===== config.mk =====
export PLATFORM = sky130hd
export DESIGN_NAME = nfci_decode
export DESIGN_NICKNAME = d
export VERILOG_FILES = /design/src/rtl/nor_flash_command_interface_unit_macros.svh /design/src/rtl/nfci_pkg.sv /design/src/rtl/nfci_decode.sv
export SDC_FILE = /design/constraint.sdc
export NUM_CORES = 1
export LEC_CHECK = 0
export ABC_AREA = 1
export BUFFER_PORTS_ARGS = -buffer_cell sky130_fd_sc_hd__buf_4
export CORE_UTILIZATION = 40
export DETAILED_ROUTE_END_ITERATION = 16
export GPL_TIMING_DRIVEN = 0
export PLACE_DENSITY = 0.77
export RECOVER_POWER = 100
export SETUP_SLACK_MARGIN = 0.5
export SLEW_MARGIN = 20
export SYNTH_ARGS = -nofsm -noshare
export SYNTH_HDL_FRONTEND = slang
export SYNTH_SLANG_ARGS = --single-unit

===== constraint.sdc =====
create_clock -name vclk -period 0.9
set_input_delay 0.045 -clock vclk [all_inputs]
set_output_delay 0.045 -clock vclk [all_outputs]
set_load 0.02 [all_outputs]

===== src/rtl/nor_flash_command_interface_unit_macros.svh =====
// ---------------------------------------------------------------------------
// NOR flash command interface assertion macros
// Shared concurrent assertion forms, clocked on clk and disabled in reset.
// ---------------------------------------------------------------------------
`ifndef NOR_FLASH_COMMAND_INTERFACE_UNIT_MACROS_SVH
`define NOR_FLASH_COMMAND_INTERFACE_UNIT_MACROS_SVH

// Same-cycle implication.
`define NFCI_ASSERT_NOW(lbl, ante, cons, msg) \
	lbl: assert property (@(posedge clk) disable iff (!arst_n) (ante) |-> (cons)) \
		else $error(msg);

// Next-cycle implication.
`define NFCI_ASSERT_NEXT(lbl, ante, cons, msg) \
	lbl: assert property (@(posedge clk) disable iff (!arst_n) (ante) |=> (cons)) \
		else $error(msg);

`endif


===== src/rtl/nfci_pkg.sv =====
// ---------------------------------------------------------------------------
// NOR flash command interface package
// Sizes, command codes, decoder phases and shared structs.
// ---------------------------------------------------------------------------
package nfci_pkg;

	// Array geometry.
	localparam int ADDR_BITS        = 20;
	localparam int SECTOR_BITS      = 16;
	localparam int UNLOCK_ADDR_BITS = 11;
	localparam int ADDR_W           = ADDR_BITS;
	localparam int UA_W             = UNLOCK_ADDR_BITS;
	localparam int ARRAY_WORDS      = 1 << ADDR_BITS;

	// Low word-offset bits inside one sector.
	localparam logic [ADDR_W-1:0] SECT_LOW_MASK =
		ADDR_W'((64'd1 << SECTOR_BITS) - 64'd1);

	// Bus access kinds.
	localparam logic ACC_READ  = 1'b0;
	localparam logic ACC_WRITE = 1'b1;

	// Command codes, compared on the low byte of the write word.
	localparam logic [7:0] FC_UNLOCK1  = 8'hAA;
	localparam logic [7:0] FC_UNLOCK2  = 8'h55;
	localparam logic [7:0] FC_ERASE    = 8'h80;
	localparam logic [7:0] FC_CHIP     = 8'h10;
	localparam logic [7:0] FC_SECTOR   = 8'h30;
	localparam logic [7:0] FC_PROGRAM  = 8'hA0;
	localparam logic [7:0] FC_BYPASS   = 8'h20;
	localparam logic [7:0] FC_BYP_EXIT = 8'h90;
	localparam logic [7:0] FC_BYP_DONE = 8'h00;
	localparam logic [7:0] FC_RESET    = 8'hF0;
	localparam logic [7:0] FC_QUERY    = 8'h98;

	// Unlock and query addresses.
	localparam logic [UA_W-1:0] UA_555 = UA_W'(16'h0555);
	localparam logic [UA_W-1:0] UA_2AA = UA_W'(16'h02AA);
	localparam logic [UA_W-1:0] UA_055 = UA_W'(16'h0055);
	localparam logic [UA_W-1:0] UA_Q   = UA_W'(16'h0010);
	localparam logic [UA_W-1:0] UA_R   = UA_W'(16'h0011);
	localparam logic [UA_W-1:0] UA_Y   = UA_W'(16'h0012);

	// Query string bytes.
	localparam logic [7:0] CFI_Q = 8'h51;
	localparam logic [7:0] CFI_R = 8'h52;
	localparam logic [7:0] CFI_Y = 8'h59;

	localparam logic [15:0] ERASED_WORD = 16'hFFFF;

	// Command sequence phases.
	typedef enum logic [3:0] {
		PH_IDLE     = 4'd0,
		PH_UNLOCK1  = 4'd1,
		PH_UNLOCK2  = 4'd2,
		PH_PROGRAM  = 4'd3,
		PH_ERASE1   = 4'd4,
		PH_ERASE2   = 4'd5,
		PH_ERASE3   = 4'd6,
		PH_BYP_IDLE = 4'd7,
		PH_BYP_PROG = 4'd8,
		PH_BYP_EXIT = 4'd9
	} phase_t;

	// Completed operation codes.
	typedef enum logic [2:0] {
		OP_NONE    = 3'd0,
		OP_PROGRAM = 3'd1,
		OP_SECTOR  = 3'd2,
		OP_CHIP    = 3'd3,
		OP_RESET   = 3'd4,
		OP_MODE    = 3'd5
	} op_t;

	// Controller states of the top level.
	typedef enum logic [1:0] {
		ST_CLEAR,
		ST_IDLE,
		ST_EXEC,
		ST_SWEEP
	} ctl_state_t;

	// Command decoder mode state.
	typedef struct packed {
		phase_t phase;
		logic   bypass;
		logic   query;
	} mode_t;

	// Decoder verdict for one word.
	typedef struct packed {
		mode_t      nxt;
		op_t        op;
		logic       abort;
		logic       prog;
		logic       erase_sector;
		logic       erase_chip;
		logic       use_cfi;
		logic [7:0] cfi_byte;
	} dec_t;

endpackage


===== src/rtl/nfci_decode.sv =====
// ---------------------------------------------------------------------------
// NOR flash command decoder
// Unlock sequence, bypass and query mode decoding for one bus word.
// ---------------------------------------------------------------------------
module nfci_decode (
	input  nfci_pkg::mode_t        mode,
	input  logic                   cmd,
	input  logic [nfci_pkg::UA_W-1:0] ua,
	input  logic [7:0]             code,
	output nfci_pkg::dec_t         dec
);
	import nfci_pkg::*;

	always_comb begin
		dec              = '0;
		dec.nxt          = mode;
		dec.op           = OP_NONE;
		dec.abort        = 1'b0;
		dec.prog         = 1'b0;
		dec.erase_sector = 1'b0;
		dec.erase_chip   = 1'b0;
		dec.use_cfi      = 1'b0;
		dec.cfi_byte     = 8'h00;

		if (cmd == ACC_READ) begin
			// Reads never move the sequence; query mode returns the string bytes.
			if (mode.query && !mode.bypass) begin
				dec.use_cfi = 1'b1;
				if (ua == UA_Q) begin
					dec.cfi_byte = CFI_Q;
				end else if (ua == UA_R) begin
					dec.cfi_byte = CFI_R;
				end else if (ua == UA_Y) begin
					dec.cfi_byte = CFI_Y;
				end
			end
		end else if (mode.bypass) begin
			// Unlock bypass: short program and exit sequences.
			case (mode.phase)
				PH_BYP_PROG: begin
					dec.prog      = 1'b1;
					dec.op        = OP_PROGRAM;
					dec.nxt.phase = PH_BYP_IDLE;
				end
				PH_BYP_EXIT: begin
					if (code == FC_BYP_DONE) begin
						dec.nxt.bypass = 1'b0;
						dec.nxt.phase  = PH_IDLE;
						dec.op         = OP_MODE;
					end else begin
						dec.abort     = 1'b1;
						dec.nxt.phase = PH_BYP_IDLE;
					end
				end
				default: begin
					if (code == FC_PROGRAM) begin
						dec.nxt.phase = PH_BYP_PROG;
					end else if (code == FC_BYP_EXIT) begin
						dec.nxt.phase = PH_BYP_EXIT;
					end else begin
						dec.abort     = 1'b1;
						dec.nxt.phase = PH_BYP_IDLE;
					end
				end
			endcase
		end else if (mode.query) begin
			// Query mode only listens for a reset.
			if (code == FC_RESET) begin
				dec.nxt.query = 1'b0;
				dec.nxt.phase = PH_IDLE;
				dec.op        = OP_RESET;
			end
		end else if (mode.phase == PH_PROGRAM) begin
			// Program data cycle.
			dec.prog      = 1'b1;
			dec.op        = OP_PROGRAM;
			dec.nxt.phase = PH_IDLE;
		end else if (code == FC_RESET) begin
			dec.nxt.phase = PH_IDLE;
			dec.op        = OP_RESET;
		end else if (code == FC_QUERY && ua == UA_055) begin
			dec.nxt.query = 1'b1;
			dec.nxt.phase = PH_IDLE;
			dec.op        = OP_MODE;
		end else begin
			// Standard unlock sequence; any mismatch falls back to read mode.
			dec.nxt.phase = PH_IDLE;
			case (mode.phase)
				PH_IDLE: begin
					if (code == FC_UNLOCK1 && ua == UA_555) begin
						dec.nxt.phase = PH_UNLOCK1;
					end
				end
				PH_UNLOCK1: begin
					if (code == FC_UNLOCK2 && ua == UA_2AA) begin
						dec.nxt.phase = PH_UNLOCK2;
					end else begin
						dec.abort = 1'b1;
					end
				end
				PH_UNLOCK2: begin
					if (ua == UA_555 && code == FC_PROGRAM) begin
						dec.nxt.phase = PH_PROGRAM;
					end else if (ua == UA_555 && code == FC_ERASE) begin
						dec.nxt.phase = PH_ERASE1;
					end else if (ua == UA_555 && code == FC_BYPASS) begin
						dec.nxt.bypass = 1'b1;
						dec.nxt.phase  = PH_BYP_IDLE;
						dec.op         = OP_MODE;
					end else begin
						dec.abort = 1'b1;
					end
				end
				PH_ERASE1: begin
					if (code == FC_UNLOCK1 && ua == UA_555) begin
						dec.nxt.phase = PH_ERASE2;
					end else begin
						dec.abort = 1'b1;
					end
				end
				PH_ERASE2: begin
					if (code == FC_UNLOCK2 && ua == UA_2AA) begin
						dec.nxt.phase = PH_ERASE3;
					end else begin
						dec.abort = 1'b1;
					end
				end
				PH_ERASE3: begin
					if (code == FC_CHIP && ua == UA_555) begin
						dec.erase_chip = 1'b1;
						dec.op         = OP_CHIP;
					end else if (code == FC_SECTOR) begin
						dec.erase_sector = 1'b1;
						dec.op           = OP_SECTOR;
					end else begin
						dec.abort = 1'b1;
					end
				end
				default: begin
					dec.abort = 1'b1;
				end
			endcase
		end
	end

endmodule

==> metrics.log, run 1 <==
INFO  metric timing.critical_path.from = code[1]
INFO  metric rows = 19
INFO  metric layout_setup_ws = -0.5718 ns
INFO  metric drt_iter0_markers = between 150 and 200
INFO  metric post_synth_fa_ha_maj_area_fraction = 0%
INFO  metric floorplan.core_area = 2734 sq um
INFO  metric floorplan.die.height = around 56 um
INFO  metric synth_cells = 230
INFO  metric dieWidth = around 56 um
INFO  metric timing.critical_path.to = dec[19]
INFO  metric num_vias = 1985
INFO  metric synth-compound-area-share = between 10% and 20%
INFO  metric power.leakage = around 1.1 nW
INFO  metric seq_pwr_share = 0%
INFO  metric setup-violations-final = 18
INFO  metric swShare = between 50% and 60%
INFO  metric buffer_ports.inserted = between 40 and 50
INFO  metric cp_data_arrival_time = around 1.4 ns
INFO  metric achievable-frequency = 679.4 MHz
INFO  metric grt_start_max_net_pins = 8
INFO  metric slowest_delay = approximately 0.19 ns
INFO  metric seq_area_frac_synth = 0%
INFO  metric area_delta_synth_final = 115.3%
INFO  metric initial_antenna_violation_count = 0
INFO  metric timing.final.hold_violations = 0
INFO  metric gr_peak_layer = met2
INFO  metric grt_setup_unrepaired = yes
INFO  metric grt.total_usage = a little under a third
INFO  metric final.hold.worst_slack = between 0.4 and 0.5 ns
INFO  metric yosysWarnings = 0
INFO  metric max-vdd-ir-drop = between 0.0004 and 0.0005 V
INFO  metric sequential_cell_area = 0 sq um
INFO  metric grt_pass1_wl = 7741 um
INFO  metric syn_area_per_cell = 5.005 sq um
INFO  metric critPathBufInv = 4
INFO  metric use_met2 = a little under three fifths
INFO  metric clock_buffer_count = 0
INFO  metric final.min_clock_period = around 1.5 ns
INFO  metric synth_xor_area_share = 0%
INFO  metric synthMuxAreaShare = 0%
INFO  metric synth_top_family_by_area = simple AND/OR/NAND/NOR gates
INFO  metric synth-simple-area-share = a little under three quarters
INFO  metric worst-endpoint-required = about 0.85 ns
INFO  metric fraction_of_final_layout_cells_sized_beyond_drive_strength_1 = between 60% and 70%
INFO  metric worstPathCellList = buf_8 -> nor2_4 -> buf_6 -> nand2_8 -> nor2_4 -> inv_2 -> a31oi_4 -> nor2_1 -> nor2_1 -> nand2_2 -> buf_6
INFO  metric setup.worst_path.start_class = input pin
INFO  metric vias_per_cell = ~5.9
INFO  metric nFillCells = around 110
INFO  metric routedWlPerCell = roughly 18 um
INFO  metric floorplan.io_pins = 48
INFO  metric area_taken_by_multi_input_logic_gates = 1416 sq um
INFO  metric violations_in_the_final_reports = setup timing
INFO  metric drt-pass1-iter-count = 5
INFO  metric met1_global_route_usage = between 30% and 40%
INFO  metric grt_remaining_overflow = 0
INFO  metric grt_pass1_vias = roughly 1800
INFO  metric m3_gr_usage = ~2.3%
INFO  metric die_area = 3096 sq um
INFO  metric ant_nets = 0
INFO  metric critical_path_class = in -> out
INFO  metric final_standard_cell_utilization_of_the_core = 90.66%
INFO  metric setup.worst_path.end_class = primary output
INFO  metric start_util = roughly 42%
INFO  metric drt_drc_violations_left = 0
INFO  metric status = complete, but fails checks
INFO  metric postRouteWirelength = approximately 6000 um
INFO  metric final.period_utilization = 163.5%
INFO  metric crit_slowest_cell = sky130_fd_sc_hd__a31oi_4
INFO  metric power.density = roughly 370 nW/um^2
INFO  metric switchingPower = around 0.52 mW
INFO  metric worst_hold_check_path_type = in -> out
INFO  metric flops_and_latches = 0
INFO  metric cap_violations = 0
INFO  metric post_synth_instance_area = 1151 sq um
INFO  metric hpwl = roughly 3000 um
INFO  metric critical_path.max_fanout = 3
INFO  metric critPathTopFamily = simple AND/OR/NAND/NOR gates
INFO  metric gp_congestion = around 0.9
INFO  metric pwr-share-clk = 0%
INFO  metric final_nets = approximately 340
INFO  metric slew_violations = 0
INFO  metric synth_cell_type_count = 25
INFO  metric num_antenna_cells = 0
INFO  metric internal_power = roughly 0.38 mW
INFO  metric fraction_of_power_consumed_by_combinational_cells = 100.0%
INFO  metric crit_cells = 11
cells by family (layout without fill, tap and decap cells):
logic type	Yosys count	count (layout)
buffers and inverters	47	123
other	1	3
AOI/OAI and AO/OA	21	21
and+or+nand+nor	161	161
worst min-delay path by stage:
stage | start | end | slack [ns] | depth (start not counted)
finish | cmd | dec[18] | 0.43 | 4
global route | cmd | dec[18] | 0.44 | 4
CTS | cmd | dec[8] | 0.36 | 3
detailed placement | cmd | dec[8] | 0.43 | 3
global placement | cmd | dec[8] | 0.43 | 3
floorplan | cmd | dec[8] | 0.13 | 1
cell usage in the layout, fill, tap and decap left out, types with 4 or more instances in the layout:
cell type,synthesis,final
sky130_fd_sc_hd__o21ai_1,5,4
sky130_fd_sc_hd__buf_4,4,34
sky130_fd_sc_hd__inv_2,9,18
sky130_fd_sc_hd__nor2_4,7,22
sky130_fd_sc_hd__inv_1,34,16
sky130_fd_sc_hd__buf_6,0,39
sky130_fd_sc_hd__nand3_1,17,8
sky130_fd_sc_hd__nand4_1,13,13
sky130_fd_sc_hd__nor2_1,39,21
sky130_fd_sc_hd__o21ai_2,0,5
sky130_fd_sc_hd__nor2_2,9,12
sky130_fd_sc_hd__nand2_1,55,36
sky130_fd_sc_hd__nand2_2,8,21
sky130_fd_sc_hd__nor3_4,2,4
sky130_fd_sc_hd__buf_8,0,5
sky130_fd_sc_hd__nand3_4,0,7
sky130_fd_sc_hd__nand3_2,3,5
cell type report:
class              count  share of cell area [%]
multi-input cells    185                   57.14
repair buffers        76                   31.30
inverters             43                   8.632
well taps             31                   1.565
plain buffers          4                   1.363
tightest hold or removal path, stage by stage:
cell                      delay [ns]
sky130_fd_sc_hd__buf_8          0.10
sky130_fd_sc_hd__nand2_1        0.06
sky130_fd_sc_hd__nand3_2        0.07
sky130_fd_sc_hd__buf_6          0.11
routing by layer:
layer / share of wire (%) / wire [um]
met1: 37 / 2248
met2: 51 / 3086
met4: 3.7 / 225
met5: 0 / 0
met3: 7.7 / 462
stage by stage:
| step | total power, mW | cells | setup slack [ns] | instance area (sq um) | TNS, ns |
|---|---|---|---|---|---|
| floorplan | 0.3722 | 232 | -0.2296 | 1394 | -0.9225 |
| global placement | 0.6216 | 308 | -0.4906 | 1770 | -5.673 |
| detailed placement | 0.6272 | 308 | -0.5037 | 1770 | -6.034 |
| CTS | 0.7870 | 333 | -0.4020 | 2282 | -4.712 |
| global route | 0.9527 | 339 | -0.6192 | 2479 | -7.483 |
| finish | 0.9074 | 339 | -0.5718 | 2479 | -6.650 |
power groups by stage:
stage / clock [mW] / combinational, mW / sequential [mW]
global route: 0 / 0.953 / 0
CTS: 0 / 0.787 / 0
detailed placement: 0 / 0.627 / 0
global placement: 0 / 0.622 / 0
finish: 0 / 0.907 / 0
floorplan: 0 / 0.372 / 0
timing repair:
item / 4_1_cts / 5_1_grt
resized for setup: 90 / 45
hold buffers: 0 / 0
endpoints found under the setup margin: 19 / 19
buffers inserted: 25 / 6
hold endpoints to repair: 0 / 0
pin swaps: 38 / 39
synthesized netlist by cell type, drive strengths merged:
| cell type | count | area [sq um] |
|---|---|---|
| a211oi | 1 | 7.510 |
| a21oi | 5 | 32.53 |
| a31oi | 1 | 12.51 |
| buf | 4 | 30.03 |
| conb | 1 | 3.750 |
| inv | 43 | 161.4 |
| nand2 | 63 | 256.5 |
| nand3 | 20 | 115.1 |
| nand4 | 13 | 81.33 |
| nor2 | 55 | 281.5 |
| nor3 | 9 | 82.58 |
| o21a | 1 | 7.510 |
| o21ai | 9 | 45.04 |
| o22ai | 3 | 18.77 |
| o41ai | 1 | 8.760 |
| or2 | 1 | 6.260 |
(Power assumes the default switching activity.)
==> run 2: changes to the inputs <==
- REMOVE_ABC_BUFFERS: default -> 1
==> run 2 against run 1 <==
  * The flow still finishes with violations (setup timing)
  * Hold slack got worse by 0.056 ns
  * Cell area fell by 18%
  * Setup slack improved by 0.13 ns
  * Critical path depth did not move
  * Cell count fell by 5.0%
  * Critical path type unchanged
  * Largest cell class unchanged
==> metrics.log, run 2 (synthesized netlist as in run 1, its figures left out) <==
INFO  metric fin_tns_setup = -5.129 ns (was -6.650 ns)
INFO  metric slowest_delay = 0.16 ns (was 0.19 ns)
INFO  metric grt_pass1_vias = 1561 (was 1776)
INFO  metric nFillCells = 207 (was 106)
INFO  metric die_area = 3096 sq um (unchanged)
INFO  metric hp-start = cmd (unchanged)
INFO  metric dieWidth = 55.65 um (unchanged)
INFO  metric gp_congestion = 0.8878 (was 0.8964)
INFO  metric grt.total_usage = 25.18% (was 30.25%)
INFO  metric num_antenna_cells = 0 (unchanged)
INFO  metric vias_per_cell = 5.500 (was 5.855)
INFO  metric setup-violations-final = 18 (unchanged)
INFO  metric num_vias = 1771 (was 1985)
INFO  metric holdPathStages = 3 (was 4)
INFO  metric cap_violations = 0 (unchanged)
INFO  metric max-vdd-ir-drop = 0.0002864 V (was 0.0004239 V)
INFO  metric start_util = 42.11% (unchanged)
INFO  metric achievable-frequency = 744.4 MHz (was 679.4 MHz)
INFO  metric final_nets = 319 (was 336)
INFO  metric rows = 19 (unchanged)
INFO  metric worst-endpoint-required = 0.85 ns (about the same)
INFO  metric clock_buffer_count = 0 (unchanged)
INFO  metric power.leakage = 0.9458 nW (was 1.065 nW)
INFO  metric status = complete, but fails checks (unchanged)
INFO  metric whs_endpoint = dec[8] (was dec[18])
INFO  metric slew_violations = 0 (unchanged)
INFO  metric final.period_utilization = 149.3% (was 163.5%)
INFO  metric grt_setup_unrepaired = yes (unchanged)
INFO  metric floorplan.core_area = 2734 sq um (unchanged)
INFO  metric fraction_of_final_layout_cells_sized_beyond_drive_strength_1 = 55.67% (was 65.58%)
INFO  metric dpl_worst_slack = -0.4801 ns (was -0.5037 ns)
INFO  metric flops_and_latches = 0 (unchanged)
INFO  metric worst_hold_check_path_type = in -> out (unchanged)
INFO  metric sequential_cell_area = 0 sq um (unchanged)
INFO  metric drt-pass1-iter-count = 4 (was 5)
INFO  metric power.density = 370.5 nW/um^2 (was 366.1 nW/um^2)
INFO  metric holdBufCountCts = 0 (unchanged)
INFO  metric final.min_clock_period = 1.343 ns (was 1.472 ns)
INFO  metric grt_remaining_overflow = 0 (unchanged)
INFO  metric drt_drc_violations_left = 0 (unchanged)
INFO  metric final.hold.worst_slack = 0.3750 ns (was 0.4307 ns)
INFO  metric drt_iter0_markers = 86 (was 184)
INFO  metric ant_nets = 0 (unchanged)
INFO  metric floorplan.die.height = 55.65 um (unchanged)
INFO  metric wl_met2 = 2284 um (was 3086 um)
INFO  metric power.total = 0.7529 mW (was 0.9074 mW)
INFO  metric setup.worst_path.start_class = input pin (unchanged)
INFO  metric crit_slowest_cell = sky130_fd_sc_hd__nor2_2 (was sky130_fd_sc_hd__a31oi_4)
INFO  metric critical_path.max_fanout = 5 (was 3)
INFO  metric mostFrequentLayoutCell = sky130_fd_sc_hd__nand2_1 (was sky130_fd_sc_hd__buf_6)
INFO  metric grt_pass1_wl = 6610 um (was 7741 um)
INFO  metric placed_cells_incl_taps = 304 (was 308)
INFO  metric area_delta_synth_final = 76.52% (was 115.3%)
INFO  metric violations_in_the_final_reports = setup timing (unchanged)
INFO  metric grt_start_max_net_pins = 8 (unchanged)
INFO  metric critical_path_class = in -> out (unchanged)
INFO  metric stdcell_count = 322 (was 339)
INFO  metric uppermost_layer_routed = met4 (unchanged)
INFO  metric setup.worst_path.end_class = primary output (unchanged)
INFO  metric timing.final.hold_violations = 0 (unchanged)
INFO  metric floorplan.io_pins = 48 (unchanged)
INFO  metric routedWlPerCell = 14.42 um (was 17.76 um)
INFO  metric initial_antenna_violation_count = 0 (unchanged)
INFO  metric hpwl = 2808 um (was 2991 um)
INFO  metric worstPathCellList = buf_4 -> inv_2 -> nand2_1 -> nor2_2 -> nand3_4 -> inv_2 -> nand4_1 -> nand3_1 -> nand2_1 -> a21oi_2 -> buf_4 (was buf_8 -> nor2_4 -> buf_6 -> nand2_8 -> nor2_4 -> inv_2 -> a31oi_4 -> nor2_1 -> nor2_1 -> nand2_2 -> buf_6)
INFO  metric layout_common_cells = sky130_fd_sc_hd__nand2_1, sky130_fd_sc_hd__buf_4, sky130_fd_sc_hd__nor2_1 (was sky130_fd_sc_hd__buf_6, sky130_fd_sc_hd__nand2_1, sky130_fd_sc_hd__buf_4)
INFO  metric met3_wirelength = 370 um (was 462 um)
INFO  metric buffer_ports.inserted = 45 (unchanged)
INFO  metric postRouteWirelength = 4644 um (was 6022 um)
INFO  metric layout_setup_ws = -0.4434 ns (was -0.5718 ns)
INFO  metric routedLengthMet1 = 1815 um (was 2248 um)
INFO  metric cp_data_arrival_time = 1.30 ns (was 1.43 ns)
-- run 2: cell count changes in the layout (fill, tap and decap cells not counted), sizes merged --
cell | before | now
buf | 80 | 63
clkinvlp | 1 | 0
inv | 42 | 43
-- run 2: layout make-up --
class              count  area [sq um]  area share [%]
inverters             43         176.4           8.682
multi-input cells    185          1257           61.88
well taps             31         38.79           1.909
repair buffers        63         559.3           27.52
-- run 2: worst max path at each step --
stage | startpoint | endpoint | slack, ns
floorplan | mode[1] | dec[4] | -0.51
detailed placement | code[1] | dec[12] | -0.48
CTS | code[0] | dec[19] | -0.36
global placement | code[1] | dec[12] | -0.49
global route | ua[1] | dec[15] | -0.51
finish | ua[1] | dec[15] | -0.44
-- run 2: repair_timing --
action / CTS / global route
endpoints found under the setup margin: 19 / 19
pin swaps: 31 / 36
endpoints found under the hold margin: 0 / 0
gates resized for setup: 62 / 51
buffers inserted: 13 / 5
-- run 2: metal layers --
| metal | track usage (%) | vias to the layer above |
|---|---|---|
| li1 | - | 852 |
| met1 | 34.10 | 793 |
| met2 | 43.72 | 100 |
| met3 | 2.093 | 26 |
| met4 | 5.000 | 0 |
| met5 | 0 | - |
-- run 2: stage by stage --
stage	util (%)	area (sq um)
after global placement	55.06	1505
after detailed placement	55.06	1505
after CTS	66.77	1826
final	74.32	2032
after floorplan	-	1129
after global routing	74.32	2032
-- run 2: power breakdown --
| group | total, mW | switching [mW] | internal, mW |
|---|---|---|---|
| Sequential | 0 | 0 | 0 |
| Combinational | 0.753 | 0.451 | 0.302 |
| Clock | 0 | 0 | 0 |
-- run 2: critical path, delay by kind of cell --
| kind | cells | cell delay (ns) |
|---|---|---|
| AO/OA/AOI/OAI | 1 | 0.12 |
| AND/OR/NAND/NOR | 6 | 0.72 |
| buffers and inverters | 4 | 0.40 |
